$ cat src/design/pbfr_pkg.sv
`timescale 1ns / 1ps
package pbfr_pkg;
  localparam int COORD_BITS_DEF = 16;
  localparam int MAX_VERTICES_DEF = 4096;
  localparam int Q_FRAC = 16;
  localparam int SCORE_W = 17;
  localparam int TWICE_W = 34;
endpackage

$ cat src/design/pbfr_back.sv
`timescale 1ns / 1ps
module pbfr_back #(
  parameter int COORD_BITS = pbfr_pkg::COORD_BITS_DEF,
  localparam int SUM_W = 2 * COORD_BITS + 13,
  localparam int BND_W = COORD_BITS + 1,
  localparam int TW = 2 * COORD_BITS + 2,
  localparam int DW = 2 * BND_W + 3
) (
  input  logic                     clk,
  input  logic                     rst_n,
  input  logic                     poly_valid,
  output logic                     poly_take,
  input  logic signed [SUM_W-1:0]  poly_sum,
  input  logic [BND_W:0]           poly_rng [4],
  input  logic                     poly_few,
  output logic                     empty,
  input  logic                     pop,
  output logic [pbfr_pkg::SCORE_W-1:0] score,
  output logic [pbfr_pkg::TWICE_W-1:0] twice,
  output logic                     degen
);
  import pbfr_pkg::*;

  localparam logic [2:0] S_IDLE = 3'd0, S_MUL = 3'd1, S_D0 = 3'd2, S_D1 = 3'd3,
                         S_OUT = 3'd4;
  localparam logic [TW-1:0] TMAX = TW'(1) << (2*COORD_BITS+1);
  logic [2:0] st_r;
  logic [TW-1:0] t_r;
  logic [DW-1:0] b0_r, b45_r, den_r, rem_r;
  logic [Q_FRAC:0] q_r, r0_r;
  logic [4:0] it_r;
  logic few_r;
  logic [SUM_W-1:0] s_abs;
  logic [DW:0] r2;

  assign poly_take = st_r == S_IDLE && poly_valid;
  assign empty = st_r != S_OUT;
  // magnitude kept unsigned so the most negative sum still saturates
  assign s_abs = poly_sum[SUM_W-1] ? SUM_W'(-poly_sum) : SUM_W'(poly_sum);
  assign r2 = {rem_r, 1'b0};

  always_ff @(posedge clk) begin
    if (!rst_n) begin
      st_r <= S_IDLE;
    end else begin
      unique case (st_r)
        S_IDLE: if (poly_valid) begin
          t_r <= (s_abs > SUM_W'(TMAX)) ? TMAX : TW'(s_abs);
          b0_r <= DW'(poly_rng[0] * poly_rng[1]);
          b45_r <= DW'(poly_rng[2] * poly_rng[3]);
          few_r <= poly_few;
          st_r <= S_MUL;
        end
        S_MUL: begin
          degen <= few_r || b0_r == '0 || b45_r == '0;
          twice <= TWICE_W'(t_r);
          den_r <= b0_r << 1;
          rem_r <= DW'(t_r);
          q_r <= '0; it_r <= '0;
          st_r <= (few_r || b0_r == '0 || b45_r == '0) ? S_OUT : S_D0;
          if (few_r || b0_r == '0 || b45_r == '0) score <= '0;
        end
        S_D0, S_D1: begin
          if (it_r == '0 && DW'(t_r) >= den_r) begin
            q_r <= (Q_FRAC+1)'(1) << Q_FRAC;
            it_r <= 5'd16;
          end else if (it_r != 5'd16) begin
            if (r2 >= {1'b0, den_r}) begin
              rem_r <= DW'(r2 - {1'b0, den_r});
              q_r <= {q_r[Q_FRAC-1:0], 1'b1};
            end else begin
              rem_r <= DW'(r2);
              q_r <= {q_r[Q_FRAC-1:0], 1'b0};
            end
            it_r <= it_r + 1'b1;
          end else if (st_r == S_D0) begin
            r0_r <= q_r;
            den_r <= b45_r; rem_r <= DW'(t_r); q_r <= '0; it_r <= '0;
            st_r <= S_D1;
          end else begin
            score <= SCORE_W'(({1'b0, r0_r} + {1'b0, q_r}) >> 1);
            st_r <= S_OUT;
          end
        end
        S_OUT: if (pop) st_r <= S_IDLE;
        default: st_r <= S_IDLE;
      endcase
    end
  end
endmodule

$ cat config.mk
export PLATFORM = sky130hd
export DESIGN_NAME = pbfr_back
export DESIGN_NICKNAME = d
export VERILOG_FILES = /design/src/design/pbfr_pkg.sv /design/src/design/pbfr_back.sv
export SDC_FILE = /design/constraint.sdc
export NUM_CORES = 2
export LEC_CHECK = 0
export ABC_CLOCK_PERIOD_IN_PS = 9210
export BUFFER_PORTS_ARGS = -buffer_cell sky130_fd_sc_hd__buf_2
export CORE_ASPECT_RATIO = 0.6
export CORE_MARGIN = 2
export CORE_UTILIZATION = 40
export DETAILED_ROUTE_END_ITERATION = 7
export GPL_TIMING_DRIVEN = 0
export SLEW_MARGIN = 20
export SYNTH_ARGS = -nofsm -noshare
export SYNTH_HDL_FRONTEND = slang
export SYNTH_SLANG_ARGS = --single-unit
$ cat constraint.sdc
create_clock -name clk -period 9.21 [get_ports clk]
set_input_delay 1.3815 -clock clk [delete_from_list [all_inputs] [get_ports clk]]
set_output_delay 1.3815 -clock clk [all_outputs]
set_load 0.05 [all_outputs]
==> key figures <==
Run status
  – Run status: finished clean

GRT
  – Largest net degree at the start of global routing: 57
  – GR Util met3: 4.71%
  – Top Usage Layer GRT: met1
  – Grt met1 use: a little over a third
  – M2 GR Usage: a little under a third
  – Initial antenna violation count: 5
  – GRT overflow: 0
  – First-pass GRT wire length: around 160000 microns
  – GRT Util Overall: between 20% and 30%
  – Vias in the first global route: ~27000

Detailed routing
  – Post-route DRC: 0
  – Wirelength per Cell: 19.6 microns
  – Final ANT Viol Nets: 0
  – DRT Pass-1 Iters: 5
  – Via density per instance: between 5 and 6
  – Routed vias: ~27000
  – DR iter-0 viols: roughly 2300
  – Final wirelength: a little over 100000 microns

Clock network
  – TritonCTS Buffers: 29
  – Max Root-Sink Buffers: 3
  – Hold Buf Count CTS: 0
  – CTS Root Cell: clkbuf_16
  – Post-CTS setup buffer count: 0
  – Clock latency on the worst-skew pair: 560 ps
  – Clock Sinks: between 200 and 300
  – Worst-path clk slew: roughly 60 ps
  – TritonCTS clock tree: built
  – CTS-repair resized insts: 0
  – H-tree depth: 1

Yosys
  – Post-synthesis sequential area ratio: 22.7%
  – Synthesized flop and latch total: ~280
  – Most common cell in the netlist: inv_1
  – Post-synth top area share: 28.4%
  – Post-synth EDFFs: about 270
  – Syn nets: 4811
  – Synth area leader: fa_1
  – Syn Area/Cell: ~9.4 sq um
  – Mapped cell area: ~36000 sq um
  – Ys Warns: 0
  – Top cells by count, synth: inv_1 (677), nand2_1 (597), fa_1 (514)
  – Main area contributors after synthesis: fa_1 (28%), edfxtp_1 (23%), ha_1 (11%)
  – Top FF cell, synth: edfxtp_1
  – FFs w/ async S/R, synth: 0%
  – Unique cell type count in the Yosys netlist: 73
  – Mapped Cells: between 3000 and 4000

STA
  – Final setup fails: 0
  – Slew HR: 31.0%
  – Final Slew Violations: 0
  – Worst Setup Slack, final: between 600 and 700 ps
  – Hold Fails Final Rpt: 0
  – WHS: 460 ps
  – F_max: approximately 0.12 GHz
  – TNS Setup: 0 ps
  – Min Tclk post-route: between 8000 and 9000 ps
  – Clock skew: about 11 ps
  – RSZ-0062 raised after global routing: false
  – Measured slew at the worst slew-check pin: just over 1000 ps
  – Final period utilization: between 90% and 100%

Floorplanning
  – Core Region: around 90000 sq um
  – Row count: 85
  – Chip height: roughly 240 microns
  – Total die area: just over 90000 sq um
  – Starting density of the core: between 40% and 50%
  – I/O pins: around 180
  – Die Wd: approximately 390 microns

Power
  – Int Pwr: between 7 and 8 mW
  – Clock power frac: between 8 and 9%
  – Sw Ratio: approximately half
  – P_leak: roughly 18 nW
  – Worst vdd ir: between 400 and 500 uV
  – Power Dens Cells: 374 nW/um^2
  – Logic pwr share: about three quarters
  – NetSw: roughly 7.4 mW
  – Part of the power in registers: 15.4%

Finish
  – Fill cell count: between 8000 and 9000
  – Fin cells: roughly 5300
  – Share of layout cells above drive strength 1: slightly above 6%
  – Area growth from synthesis to layout: 9.43%
  – Multi-input gate area: approximately 25000 sq um
  – Fin area: about 40000 sq um
  – Sequential cell area: a little over 8000 sq um
  – Fin nets: approximately 5000

Worst hold path
  – Hold path depth: 0
  – Min-delay src: t_r[0]$_SDFFCE_PN0P_
  – Hold Path End: twice[0]$_DFFE_PP_
  – Worst Hold Class: reg2reg

Place
  – Setup WS pre-CTS: 235 ps
  – DPL Wire Length: 85700 microns
  – Placed Area: about 39000 sq um
  – RePlAce Congestion: roughly 0.95
  – IO buf count: roughly 150
  – Placed Cells: approximately 5200

Job
  – Max cap viols: 0

Critical path
  – Type of the worst setup path: in2reg
  – FF-to-FF End: rem_r[26]$_DFFE_PP_
  – Register-to-Register Path Depth: 14
  – FF-to-FF Start: den_r[7]$_DFFE_PP_
  – Setup crit end kind: register
  – Worst EP required: about 9500 ps
  – CP Launch Type: primary input
  – FF-to-FF setup slack: a little under 4000 ps
  – WP data arrival: ~8900 ps
  – Worst-path maximum fanout: 10
state kept, by name, indices dropped and copies added (netlist names):
signal  cells
b0_r       36
b45_r      36
degen       1
den_r      37
few_r       1
it_r        5
q_r        17
r0_r       17
rem_r      37
score      17
st_r        3
t_r        34
twice      34
cell usage in the layout (no fill, tap or decap), types with 9 or more instances in the layout:
master     synthesis  routed
nor2b_1           24      24
o21bai_1          12      12
nor3_1            38      35
o211ai_1          11      11
clkbuf_1         141     145
clkbuf_16          0      29
nor4_1            30      30
fa_1             514     514
and2_1           318     316
nor2_1           156     154
xor2_1            55      55
nand2b_1          27      27
nand4_1           24      24
o21ai_0          123     123
mux2i_1           13      13
a21o_1            41      41
buf_2              2     150
a21oi_1          124     124
inv_1            677     677
and3_1            16      16
a211oi_1          11      11
or3_1             18      18
a21boi_0          11      11
a31oi_1            9       9
o31ai_1           13      13
xnor2_1           75      75
edfxtp_1         272     272
nand2_1          597     597
ha_1             310     310
o21a_1            17      17
a211o_1           10      10
nand3_1           55      55
logic make-up after synthesis:
kind of cell               after synthesis  share of synthesized area (%)
and+or+nand+nor                       1352                           18.1
adders and majority gates              824                           39.2
buffers and inverters                  825                           8.63
xor gates and xnor gates               130                           3.15
DFF                                    275                           22.7
muxes                                   18                          0.515
AOI/OAI and AO/OA                      441                           7.66
through the flow:
stage / utilization (%) / total power [mW]
detailed placement: 43.1 / 13.6
global placement: 42.9 / 13.5
CTS: 44.1 / 14.8
floorplan: - / 10.3
finish: 44.2 / 14.8
global route: 44.1 / 16.4
critical path, stage by stage:
cell       delay [ps]
clkbuf_1          410
clkbuf_1          570
nand2_1           150
fa_1              550
fa_1              440
fa_1              520
inv_1              50
fa_1              470
fa_1              550
inv_1              60
fa_1              570
inv_1              50
ha_1              360
o21a_1            160
a21boi_0          150
a311oi_1          540
o211ai_1          260
nand2_1           160
o21a_1            160
a21oi_1           100
o41ai_1           570
o2111ai_1         210
a21oi_1           200
xnor2_1           240
how the worst max path moves through the flow:
stage                 startpoint                 end  slack (ps)  cells past startpoint
detailed placement  poly_rng[65]  b0_r[34]$_DFFE_PP_         240                     24
CTS                 poly_rng[65]  b0_r[34]$_DFFE_PP_         800                     24
global placement    poly_rng[65]  b0_r[34]$_DFFE_PP_         170                     24
global route        poly_rng[40]  b0_r[34]$_DFFE_PP_         320                     24
floorplan           poly_rng[46]  b0_r[34]$_DFFE_PP_        1520                     26
finish              poly_rng[65]  b0_r[34]$_DFFE_PP_         660                     24
metal layers:
layer	up-vias	wire, microns	part of all wire, %
met4	0	1530	1.5
met3	107	9330	9.0
met2	1003	41000	40
met5	-	0	0
li1	12700	-	-
met1	13700	51700	50
power groups by stage:
stage | clock network (mW) | registers, mW | logic, mW
4_1_cts | 1.21 | 2.28 | 11.3
3_3_place_gp | 0 | 2.31 | 11.2
5_1_grt | 1.26 | 2.30 | 12.9
6_report | 1.19 | 2.28 | 11.3
2_1_floorplan | 0 | 2.28 | 8.06
3_5_place_dp | 0 | 2.30 | 11.3
final cells by class:
type                       instances  area share [%]
multi-input combinational       2765            62.8
antenna                            2          0.0126
buffer                           148            1.47
timing repair buffer             157            2.28
clock buffer                      33            1.87
clock inverter                    20           0.518
tap                             1218            3.85
inverter                         677            6.42
sequential                       275            20.8
Note: power is estimated with default switching activity, not from simulation.
